--- src/hw/rtl/kwm_pkg.sv ---
// ----------------------------------------------------------------------------
// kwm_pkg
// Shared types and constants for the k-way merge selector.
// ----------------------------------------------------------------------------
package kwm_pkg;

    localparam int MAX_LISTS_DEF  = 16;
    localparam int VALUE_BITS_DEF = 32;

    localparam int CFG_BITS  = 5;
    localparam int LIST_BITS = 4;
    localparam int ELEM_BITS = 32;

    localparam logic [CFG_BITS-1:0] LISTS_RESET = CFG_BITS'(16);

    localparam int IN_FIELD_BITS  = LIST_BITS + ELEM_BITS;
    localparam int IN_TDATA_BITS  = ((IN_FIELD_BITS + 7) / 8) * 8;
    localparam int OUT_FIELD_BITS = ELEM_BITS + LIST_BITS;
    localparam int OUT_TDATA_BITS = ((OUT_FIELD_BITS + 7) / 8) * 8;
    localparam int OUT_PAD_BITS   = OUT_TDATA_BITS - OUT_FIELD_BITS;

    localparam logic KIND_ELEMENT = 1'b0;
    localparam logic KIND_END     = 1'b1;

    typedef struct packed {
        logic                        kind;
        logic [LIST_BITS-1:0]        list_number;
        logic signed [ELEM_BITS-1:0] element_value;
    } kwm_item_t;

    typedef struct packed {
        logic                        valid;
        logic                        merge_done;
        logic [LIST_BITS-1:0]        source_list;
        logic signed [ELEM_BITS-1:0] merged_value;
    } kwm_result_t;

endpackage

--- src/hw/rtl/kwm_min_tree.sv ---
// ----------------------------------------------------------------------------
// kwm_min_tree
// Signed minimum tree over the list heads; equal values resolve to the
// lower list number.
// ----------------------------------------------------------------------------
module kwm_min_tree #(
    parameter int MAX_LISTS  = kwm_pkg::MAX_LISTS_DEF,
    parameter int VALUE_BITS = kwm_pkg::VALUE_BITS_DEF,
    parameter int IDX_BITS   = (MAX_LISTS > 1) ? $clog2(MAX_LISTS) : 1
) (
    input  logic [MAX_LISTS-1:0][VALUE_BITS-1:0] values,
    input  logic [MAX_LISTS-1:0]                 candidates,
    output logic signed [VALUE_BITS-1:0]         min_value,
    output logic [IDX_BITS-1:0]                  min_index,
    output logic                                 found
);
    import kwm_pkg::*;

    localparam int LEVELS = $clog2(MAX_LISTS);
    localparam int LEAVES = 1 << LEVELS;
    localparam int NODES  = 2 * LEAVES - 1;

    logic signed [VALUE_BITS-1:0] node_val [NODES];
    logic [IDX_BITS-1:0]          node_idx [NODES];
    logic                         node_vld [NODES];

    genvar g;
    generate
        for (g = 0; g < LEAVES; g++)
        begin : g_leaf
            if (g < MAX_LISTS)
            begin : g_used
                assign node_val[LEAVES-1+g] = values[g];
                assign node_idx[LEAVES-1+g] = IDX_BITS'(g);
                assign node_vld[LEAVES-1+g] = candidates[g];
            end
            else
            begin : g_pad
                assign node_val[LEAVES-1+g] = '0;
                assign node_idx[LEAVES-1+g] = '0;
                assign node_vld[LEAVES-1+g] = 1'b0;
            end
        end

        for (g = 0; g < LEAVES - 1; g++)
        begin : g_node
            logic take_right;
            assign take_right = node_vld[2*g+2] &&
                                (!node_vld[2*g+1] || (node_val[2*g+2] < node_val[2*g+1]));
            assign node_val[g] = take_right ? node_val[2*g+2] : node_val[2*g+1];
            assign node_idx[g] = take_right ? node_idx[2*g+2] : node_idx[2*g+1];
            assign node_vld[g] = node_vld[2*g+1] || node_vld[2*g+2];
        end
    endgenerate

    assign min_value = node_val[0];
    assign min_index = node_idx[0];
    assign found     = node_vld[0];

endmodule

--- src/hw/rtl/kwm_slots.sv ---
// ----------------------------------------------------------------------------
// kwm_slots
// Head registers with full and finished flags, slot update, readiness check
// and selection of the next merged result.
// ----------------------------------------------------------------------------
module kwm_slots #(
    parameter int MAX_LISTS  = kwm_pkg::MAX_LISTS_DEF,
    parameter int VALUE_BITS = kwm_pkg::VALUE_BITS_DEF
) (
    input  logic                           clk,
    input  logic                           rst_n,
    input  logic                           go,
    input  kwm_pkg::kwm_item_t             item,
    input  logic [kwm_pkg::CFG_BITS-1:0]   lists_in_use,
    output kwm_pkg::kwm_result_t           result
);
    import kwm_pkg::*;

    localparam int IDX_BITS = (MAX_LISTS > 1) ? $clog2(MAX_LISTS) : 1;

    logic [MAX_LISTS-1:0][VALUE_BITS-1:0] head_reg;
    logic [MAX_LISTS-1:0]                 full_reg;
    logic [MAX_LISTS-1:0]                 full_next;
    logic [MAX_LISTS-1:0]                 fin_reg;
    logic [MAX_LISTS-1:0]                 fin_next;

    logic [CFG_BITS-1:0]                  lists_eff;
    logic [MAX_LISTS-1:0]                 act_mask;
    logic [MAX_LISTS-1:0]                 wr;
    logic [MAX_LISTS-1:0]                 eff_full;
    logic [MAX_LISTS-1:0]                 eff_fin;
    logic [MAX_LISTS-1:0][VALUE_BITS-1:0] eff_head;
    logic [MAX_LISTS-1:0]                 cand;
    logic [MAX_LISTS-1:0]                 pop;
    logic signed [VALUE_BITS-1:0]         new_value;
    logic signed [VALUE_BITS-1:0]         best_val;
    logic [IDX_BITS-1:0]                  best_idx;
    logic                                 have;
    logic                                 all_done;
    logic                                 all_ready;
    logic                                 emit_value;

    assign lists_eff = (lists_in_use == '0) ? CFG_BITS'(1) : lists_in_use;
    assign new_value = VALUE_BITS'(item.element_value);

    always_comb
    begin
        for (int i = 0; i < MAX_LISTS; i++)
        begin
            act_mask[i] = 32'(i) < 32'(lists_eff);
            wr[i]       = go && act_mask[i] && (32'(item.list_number) == 32'(i)) &&
                          !full_reg[i] && !fin_reg[i];
            eff_full[i] = full_reg[i] || (wr[i] && (item.kind == KIND_ELEMENT));
            eff_fin[i]  = fin_reg[i] || (wr[i] && (item.kind == KIND_END));
            eff_head[i] = (wr[i] && (item.kind == KIND_ELEMENT)) ? new_value : head_reg[i];
        end
    end

    assign all_done  = &(eff_fin | ~act_mask);
    assign all_ready = &(eff_full | eff_fin | ~act_mask);
    assign cand      = eff_full & act_mask;

    kwm_min_tree #(
        .MAX_LISTS  (MAX_LISTS),
        .VALUE_BITS (VALUE_BITS),
        .IDX_BITS   (IDX_BITS)
    ) u_min_tree (
        .values     (eff_head),
        .candidates (cand),
        .min_value  (best_val),
        .min_index  (best_idx),
        .found      (have)
    );

    assign emit_value = go && !all_done && all_ready && have;

    always_comb
    begin
        for (int i = 0; i < MAX_LISTS; i++)
        begin
            pop[i] = emit_value && (best_idx == IDX_BITS'(i));
        end
        if (go && all_done)
        begin
            full_next = '0;
            fin_next  = '0;
        end
        else
        begin
            full_next = eff_full & ~pop;
            fin_next  = eff_fin;
        end
    end

    always_comb
    begin
        result.valid        = (go && all_done) || emit_value;
        result.merge_done   = all_done;
        result.source_list  = all_done ? '0 : LIST_BITS'(best_idx);
        result.merged_value = all_done ? '0 : ELEM_BITS'(best_val);
    end

    always_ff @(posedge clk or negedge rst_n)
    begin
        if (!rst_n)
        begin
            full_reg <= '0;
            fin_reg  <= '0;
        end
        else
        begin
            full_reg <= full_next;
            fin_reg  <= fin_next;
        end
    end

    always_ff @(posedge clk)
    begin
        for (int i = 0; i < MAX_LISTS; i++)
        begin
            if (wr[i] && (item.kind == KIND_ELEMENT))
            begin
                head_reg[i] <= new_value;
            end
        end
    end

    a_done_clears: assert property (@(posedge clk) disable iff (!rst_n)
        go && all_done |=> (full_reg == '0) && (fin_reg == '0))
        else $error("Done marker did not clear the slot flags.");

    a_pop_clears_slot: assert property (@(posedge clk) disable iff (!rst_n)
        emit_value |=> !full_reg[$past(best_idx)])
        else $error("Selected slot is still full after its value went out.");

    a_pop_onehot: assert property (@(posedge clk) disable iff (!rst_n)
        $onehot0(pop))
        else $error("More than one slot released in one cycle.");

    a_pop_from_full: assert property (@(posedge clk) disable iff (!rst_n)
        emit_value |-> eff_full[best_idx] && act_mask[best_idx])
        else $error("Selected slot holds no active head.");

endmodule

--- src/hw/rtl/k_way_merge_selector_unit.sv ---
// ----------------------------------------------------------------------------
// k_way_merge_selector_unit
// Merges up to MAX_LISTS ascending streams into one ascending stream.
//
//   Channel   Direction  Transfer contents
//   s_axis    in         tuser: kind; tdata: list_number, element_value
//   m_axis    out        tuser: merge_done; tdata: merged_value, source_list
//   cfg       in         lists_in_use, written when cfg_we is high
//
// One input transfer is taken per cycle while the output is not stalled. A
// transfer is registered, then resolved against the head slots and the
// minimum tree, and any result it yields is registered in the output register.
// The result register and the input register keep both sides moving; a
// stalled output holds the input register. Reset clears all flags and sets
// lists_in_use to 16.
// ----------------------------------------------------------------------------
module k_way_merge_selector_unit #(
    parameter int MAX_LISTS  = kwm_pkg::MAX_LISTS_DEF,
    parameter int VALUE_BITS = kwm_pkg::VALUE_BITS_DEF
) (
    input  logic                                 clk,
    input  logic                                 rst_n,
    input  logic                                 cfg_we,
    input  logic [kwm_pkg::CFG_BITS-1:0]         cfg_wdata,
    input  logic                                 s_axis_tvalid,
    output logic                                 s_axis_tready,
    // Fields from bit 0: list_number[3:0], element_value[35:4], zero pad.
    input  logic [kwm_pkg::IN_TDATA_BITS-1:0]    s_axis_tdata,
    // Fields from bit 0: kind.
    input  logic                                 s_axis_tuser,
    output logic                                 m_axis_tvalid,
    input  logic                                 m_axis_tready,
    // Fields from bit 0: merged_value[31:0], source_list[35:32], zero pad.
    output logic [kwm_pkg::OUT_TDATA_BITS-1:0]   m_axis_tdata,
    // Fields from bit 0: merge_done.
    output logic                                 m_axis_tuser
);
    import kwm_pkg::*;

    logic [CFG_BITS-1:0] lists_reg;
    logic                in_valid_reg;
    kwm_item_t           item_reg;
    kwm_item_t           item_next;
    logic                out_valid_reg;
    kwm_result_t         out_reg;
    kwm_result_t         result;
    logic                go;

    assign item_next.kind          = s_axis_tuser;
    assign item_next.list_number   = s_axis_tdata[LIST_BITS-1:0];
    assign item_next.element_value = s_axis_tdata[LIST_BITS+ELEM_BITS-1:LIST_BITS];

    assign go            = in_valid_reg && (!out_valid_reg || m_axis_tready);
    assign s_axis_tready = !in_valid_reg || go;

    kwm_slots #(
        .MAX_LISTS  (MAX_LISTS),
        .VALUE_BITS (VALUE_BITS)
    ) u_slots (
        .clk          (clk),
        .rst_n        (rst_n),
        .go           (go),
        .item         (item_reg),
        .lists_in_use (lists_reg),
        .result       (result)
    );

    always_ff @(posedge clk or negedge rst_n)
    begin
        if (!rst_n)
        begin
            lists_reg     <= LISTS_RESET;
            in_valid_reg  <= 1'b0;
            out_valid_reg <= 1'b0;
        end
        else
        begin
            if (cfg_we)
            begin
                lists_reg <= cfg_wdata;
            end
            if (s_axis_tready)
            begin
                in_valid_reg <= s_axis_tvalid;
            end
            if (go)
            begin
                out_valid_reg <= result.valid;
            end
            else if (m_axis_tready)
            begin
                out_valid_reg <= 1'b0;
            end
        end
    end

    always_ff @(posedge clk)
    begin
        if (s_axis_tready && s_axis_tvalid)
        begin
            item_reg <= item_next;
        end
        if (go && result.valid)
        begin
            out_reg <= result;
        end
    end

    assign m_axis_tvalid = out_valid_reg;
    assign m_axis_tdata  = {{OUT_PAD_BITS{1'b0}}, out_reg.source_list, out_reg.merged_value};
    assign m_axis_tuser  = out_reg.merge_done;

    a_stall_blocks: assert property (@(posedge clk) disable iff (!rst_n)
        out_valid_reg && !m_axis_tready |-> !go)
        else $error("Item resolved while the result register was blocked.");

    a_go_frees_input: assert property (@(posedge clk) disable iff (!rst_n)
        go |-> s_axis_tready)
        else $error("Input register not freed by a resolved item.");

    a_done_no_payload: assert property (@(posedge clk) disable iff (!rst_n)
        out_valid_reg && out_reg.merge_done |-> m_axis_tdata == '0)
        else $error("Done marker carries a value.");

endmodule
--- config.mk ---
export PLATFORM = sky130hd
export DESIGN_NAME = k_way_merge_selector_unit
export DESIGN_NICKNAME = d
export VERILOG_FILES = /design/src/hw/rtl/kwm_pkg.sv /design/src/hw/rtl/kwm_min_tree.sv /design/src/hw/rtl/kwm_slots.sv /design/src/hw/rtl/k_way_merge_selector_unit.sv
export SDC_FILE = /design/constraint.sdc
export NUM_CORES = 2
export LEC_CHECK = 0
export ABC_AREA = 1
export BUFFER_PORTS_ARGS = -buffer_cell sky130_fd_sc_hd__buf_2
export CORE_MARGIN = 2
export CORE_UTILIZATION = 55
export CTS_CLUSTER_DIAMETER = 120
export CTS_CLUSTER_SIZE = 14
export DETAILED_ROUTE_END_ITERATION = 8
export GPL_TIMING_DRIVEN = 0
export HOLD_SLACK_MARGIN = 0.1
export PLACE_DENSITY_LB_ADDON = 0.15
export SLEW_MARGIN = 20
export SYNTH_ARGS = -nofsm -noshare
export SYNTH_HDL_FRONTEND = slang
export SYNTH_SLANG_ARGS = --single-unit
--- constraint.sdc ---
create_clock -name clk -period 11.95 [get_ports clk]
set_clock_uncertainty 0.1 [all_clocks]
set_input_delay 1.7925 -clock clk [delete_from_list [all_inputs] [get_ports clk]]
set_output_delay 1.7925 -clock clk [all_outputs]
set_load 0.02 [all_outputs]
Word level (Yosys, flattened, before mapping):

Cells that the tools add are included.

* order comparisons: 31
* eq/ne operators: 30
* mux-type cells: 51
* bitwise operators: 8
* reductions and logical operators: 255

Operators by type and width (number)
* $mux W32: 31
* $lt A32 B32 Y1: 15
* $logic_and A1 B1 Y1: 134
* $logic_or A1 B1 Y1: 65
* $eq A4 B4 Y1 const B: 16
* $logic_not A1 Y1: 50
* $or A16 B16 Y16: 3
* $lt A4 B5 Y1 const A: 8
* $and A16 B16 Y16: 2
* $eq A4 B3 Y1 const B: 8
* $mux W16: 2
* $not A16 Y16: 2
* $reduce_and A16 Y1: 2
* $mux W4: 7
* $lt A3 B5 Y1 const A: 4
* $eq A4 B2 Y1 const B: 4
* $lt A1 B5 Y1 const A: 2
* $lt A2 B5 Y1 const A: 2
* $mux W1: 10
* $eq A4 B1 Y1 const B: 2
* $logic_not A4 Y1: 2
* $logic_not A5 Y1: 1
* $mux W5: 1
* $reduce_bool A2 Y1: 1
* $not A1 Y1: 1

* bits in registers: 625
* bits of input ports: 51
* output and inout port bits: 43
* logic and storage cells: 402

Longest topological paths before layout:

* depth in word-level cells: 31
* depth in mapped cells: 86
* gate-level depth less buffers: 78

Modules after synthesis:

A second synthesis with hierarchy kept.

* cell total of the unflattened synthesis: 5337
* area, all modules: 37708.7 µm²

Modules (own cells, without submodules)
* kwm_slots: instances 1, cells each 2267, area each 18522.8 µm², sequential area each 11050.6 µm²
* kwm_min_tree: instances 1, cells each 2955, area each 16619.7 µm², sequential area each 0.0 µm²
* k_way_merge_selector_unit: instances 1, cells each 115, area each 2566.2 µm², sequential area each 2398.6 µm²

Worst setup path after synthesis:

OpenSTA, ideal clock, no wires.

* kind: input-to-reg
* from: in m_axis_tready
* to: reg out_reg, in the netlist m_axis_tdata[34], data pin
* setup time: 270 ps
* arrival time: 10921 ps
* required time: 11580 ps
* slack: 659 ps
* stages: 68
* buffers on the path: 9
* cells stage by stage: inv_2 > nand2_1 > nand2_4 > buf_4 > nor2_2 > nand3_2 > inv_1 > clkbuf_1 > clkbuf_1 > or2_2 > o21ai_0 > ha_1 > a21oi_1 > nor2_1 > a211oi_1 > nor2_1 > nor4_1 > nand2_1 > (+32 left out) > clkbuf_1 > clkbuf_1 > nand2_1 > o21ai_0 > ha_1 > a21oi_1 > o21ai_0 > nand3_1 > a21oi_1 > a211oi_1 > nor2_1 > a211oi_1 > nand3_1 > nand3_4 > nand2_4 > buf_6 > nor2_1 > nor3_1

* longest elaborated chain between the ends: 25
* elaborated cells between the ends (all ways): 240
* classes of those cells: order compare (15); mux (33); bitwise (2); reduce/logical (190)

Ends and longest elaborated chain
* start, declared: RTL line k_way_merge_selector_unit.sv:32 `input logic m_axis_tready,`
* $logic_or A1 B1 Y1 *: RTL line k_way_merge_selector_unit.sv:53 `assign go = in_valid_reg && (!out_valid_reg || m_axis_tready);`
* $logic_and A1 B1 Y1 *: RTL line k_way_merge_selector_unit.sv:53
* branches (longest 23 deep; another with $lt A32 B32 Y1)
* end signal, assigned: RTL line k_way_merge_selector_unit.sv:105 `out_reg <= result;`
* end, declared: RTL line k_way_merge_selector_unit.sv:45 `kwm_result_t out_reg;`

Every way passes the cells marked *.
A chain may end at the register's enable or synchronous reset.

==> flow_summary.json <==
{
  "status": "completed",
  "finalMaxSlewViolations": 0,
  "largest_reg_flops": 512,
  "r2r_cells": 51,
  "synth_enable_flop_cells": 74,
  "synth_top_family_by_area": "simple AND/OR/NAND/NOR gates",
  "routed_wl_microns": 152000,
  "numCtsBuffers": 50,
  "grt_usage": 0.416,
  "hp-class": "reg2reg",
  "die_h_microns": 265,
  "r2r_end": "m_axis_tdata[27]$_SDFFCE_PP0P_",
  "ys_types": 53,
  "max_freq_mhz": 85.2,
  "htreeDepth": 2,
  "ys_dominant_reg_cell": "dfxtp_1",
  "fillCellCount": 6199,
  "syn_area_per_cell_sq_um": 7.21,
  "syn_area_sq_mm": 0.0375,
  "drtIter0Drc": 4812,
  "endpoint_kind": "flop",
  "synth_fa_ha_area_frac": 0.153,
  "portBuffers": 84,
  "clock_path_buffers": 3,
  "grt-ovfl-total": 0,
  "critPathBufInv": 15,
  "fin_crit_sh": 0.983,
  "finalHoldViolCount": 0,
  "finalCriticalPeriod_ns": 11.74,
  "yosys_warnings": 0,
  "finalSetupViolCount": 0,
  "core_area_sq_mm": 0.0673,
  "critical_path.max_fanout": 10,
  "post-synth-top-area-cell": "dfxtp_1",
  "cts.reportedPaths.clkPinSlew_ns": 0.06,
  "synthCells": 5197,
  "vias_per_cell": 6.01,
  "ys_seq_area_frac": 0.359,
  "wl_per_cell_microns": 24.2,
  "synthToLayoutAreaGrowth_pct": 14.4,
  "arrival_ns": 12.04,
  "worst_r2r_startpoint": "item_reg[17]$_DFFE_PP_",
  "drtAntennaViolNets": 0,
  "start_util": 0.557,
  "synth_mux_area_frac": 0,
  "synth_simple_gate_area_frac": 0.213,
  "hold_path_end": "u_slots.head_reg[213]$_DFF_P_",
  "path_class": "in2reg",
  "worstSetupStartpointType": "input pin",
  "cts_hold_buf": 0,
  "hold_path_depth": 2,
  "crit_path_frequent_cell": "nand2_1",
  "hold_start": "u_slots.head_reg[213]$_DFF_P_",
  "clock_latency_ns": 0.65,
  "drc": 0,
  "cts_root_buffer": "clkbuf_16",
  "final_layout_size_suffix_gt1_frac": 0.144,
  "cp.required_ns": 12.25,
  "max_stage_delay_ns": 0.51,
  "ys_ff_latch": 625,
  "pin_count": 94,
  "grt_pass1_wl_microns": 215000,
  "rows": 95,
  "yosys.area.top_type_share": 0.274,
  "fin_nets": 5890,
  "crit_start": "m_axis_tready",
  "async_reset_ff_frac": 0.0624,
  "r2r_slack_ns": 0.24,
  "gp_congestion": 1.05,
  "grt_max_degree": 40,
  "clock-sinks": 625,
  "synth_compound_area_frac": 0.188,
  "drv_cap": 0,
  "antenna_found_initial": 11,
  "fin_util": 0.637,
  "cts_tree": "done",
  "synth_xor_area_frac": 0,
  "dieWidth_microns": 265,
  "num_vias": 37700,
  "relSlewSlack": 0.184,
  "grt_pass1_vias": 32900,
  "cp_top_family": "compound AO/OA/AOI/OAI gates",
  "dp_hpwl_microns": 110000,
  "firstDrtPassIters": 9,
  "design.die.area_sq_mm": 0.0702,
  "whs_ns": 0.348,
  "synth_area_leaders": "dfxtp_1, ha_1, nand2_1, o21ai_0, inv_1",
  "critPathSlowestCell": "o21ai_1",
  "worst_pin_slew_ns": 1.22
}
-- metal layers --
| metal | track usage | routed length, microns |
|---|---|---|
| met4 | 0.203 | 8340 |
| met2 | 0.586 | 60500 |
| met5 | 0 | 0 |
| met1 | 0.601 | 63800 |
| met3 | 0.0879 | 19100 |
-- cell families (layout without fill, tap and decap cells) --
kind of cell | Yosys count | in the layout
AND/OR/NAND/NOR | 1915 | 1922
AO/OA/AOI/OAI | 1344 | 1344
buffers and inverters | 854 | 1046
flip-flops | 625 | 625
adder cells (fa/ha/maj) | 458 | 458
other | 1 | 11
-- how the worst max path moves through the flow --
stage / end / slack [ns] / depth (start not counted)
6_report: m_axis_tdata[27]$_SDFFCE_PP0P_ / 0.21 / 61
5_1_grt: m_axis_tdata[18]$_SDFFCE_PP0P_ / -0.16 / 64
4_1_cts: m_axis_tdata[14]$_SDFFCE_PP0P_ / 0.003 / 70
3_5_place_dp: m_axis_tdata[22]$_SDFFCE_PP0P_ / -3.21 / 67
3_3_place_gp: m_axis_tdata[8]$_SDFFCE_PP0P_ / -3.22 / 67
2_1_floorplan: m_axis_tdata[34]$_SDFFCE_PP0P_ / 0.66 / 68
-- synthesized netlist by cell type (5+ instances only) --
cell       count
a2111oi_0      6
a211oi_1      44
a21oi_1      245
a31oi_1        5
buf_1          6
buf_2         11
buf_4          5
clkbuf_1     216
clkinv_1       6
dfrtp_1       38
dfxtp_1      512
edfxtp_1      74
ha_1         458
inv_1        595
inv_2         14
nand2_1     1445
nand2_2       11
nand2_4        5
nand3_1      107
nand3_2       11
nand3b_1       5
nand4_1       75
nor2_1       152
nor2_2        16
nor2_4         5
nor3_1        23
nor4_1        15
o21a_1         6
o21ai_0      990
o21ai_1        7
o221a_2       13
o221ai_1      11
or2_2         32
-- worst register-to-register path, delay by kind of cell (launching register included) --
family	cells	cell delay, ns
AOI/OAI and AO/OA	17	4.13
adders and majority gates	4	1.23
buffers and inverters	9	2.51
DFF	1	1.10
and+or+nand+nor	21	2.38
-- cell type report --
| type | instances | area [sq um] | share of cell area |
|---|---|---|---|
| tap | 873 | 1090 | 0.0255 |
| clock buffer | 66 | 1310 | 0.0306 |
| timing repair buffer | 123 | 782 | 0.0182 |
| buffer | 238 | 1580 | 0.0370 |
| inverter | 615 | 2330 | 0.0545 |
| sequential | 625 | 13400 | 0.314 |
| multi-input combinational | 3728 | 22200 | 0.519 |
| clock inverter | 4 | 41.3 | 0.000963 |
| antenna | 7 | 17.5 | 0.000409 |
-- cell usage in the layout, fill, tap and decap left out, drive strengths merged, types with 124 or more instances in the layout --
master and count:
nand2 1465, o21ai 1000, inv 613, dfxtp 512, ha 458, a21oi 246
buf 216, clkbuf 211, nor2 173, nand3 124
-- per-stage QoR --
| stage | instances | worst slack (ns) | setup TNS [ns] | instance area [sq um] |
|---|---|---|---|---|
| 2_1_floorplan | 5200 | 0.659 | 0 | 37500 |
| 3_3_place_gp | 6157 | -3.22 | -154.40 | 39000 |
| 3_5_place_dp | 6159 | -3.21 | -155.22 | 39100 |
| 4_1_cts | 6238 | 0.00273 | 0 | 41400 |
| 5_1_grt | 6274 | -0.162 | -3.57 | 42800 |
| 6_report | 6279 | 0.209 | 0 | 42900 |
-- timing repair --
action                                 4_1_cts  5_1_grt
endpoints found under the hold margin        0        0
resized for setup                          481      728
setup buffers                                7       28
gates cloned                                 2        7
setup endpoints to repair                   52       52
pin swaps                                    8       52
Power is not shown: default switching activity piles up to over one toggle a cycle in this logic, so the estimate is an artifact.
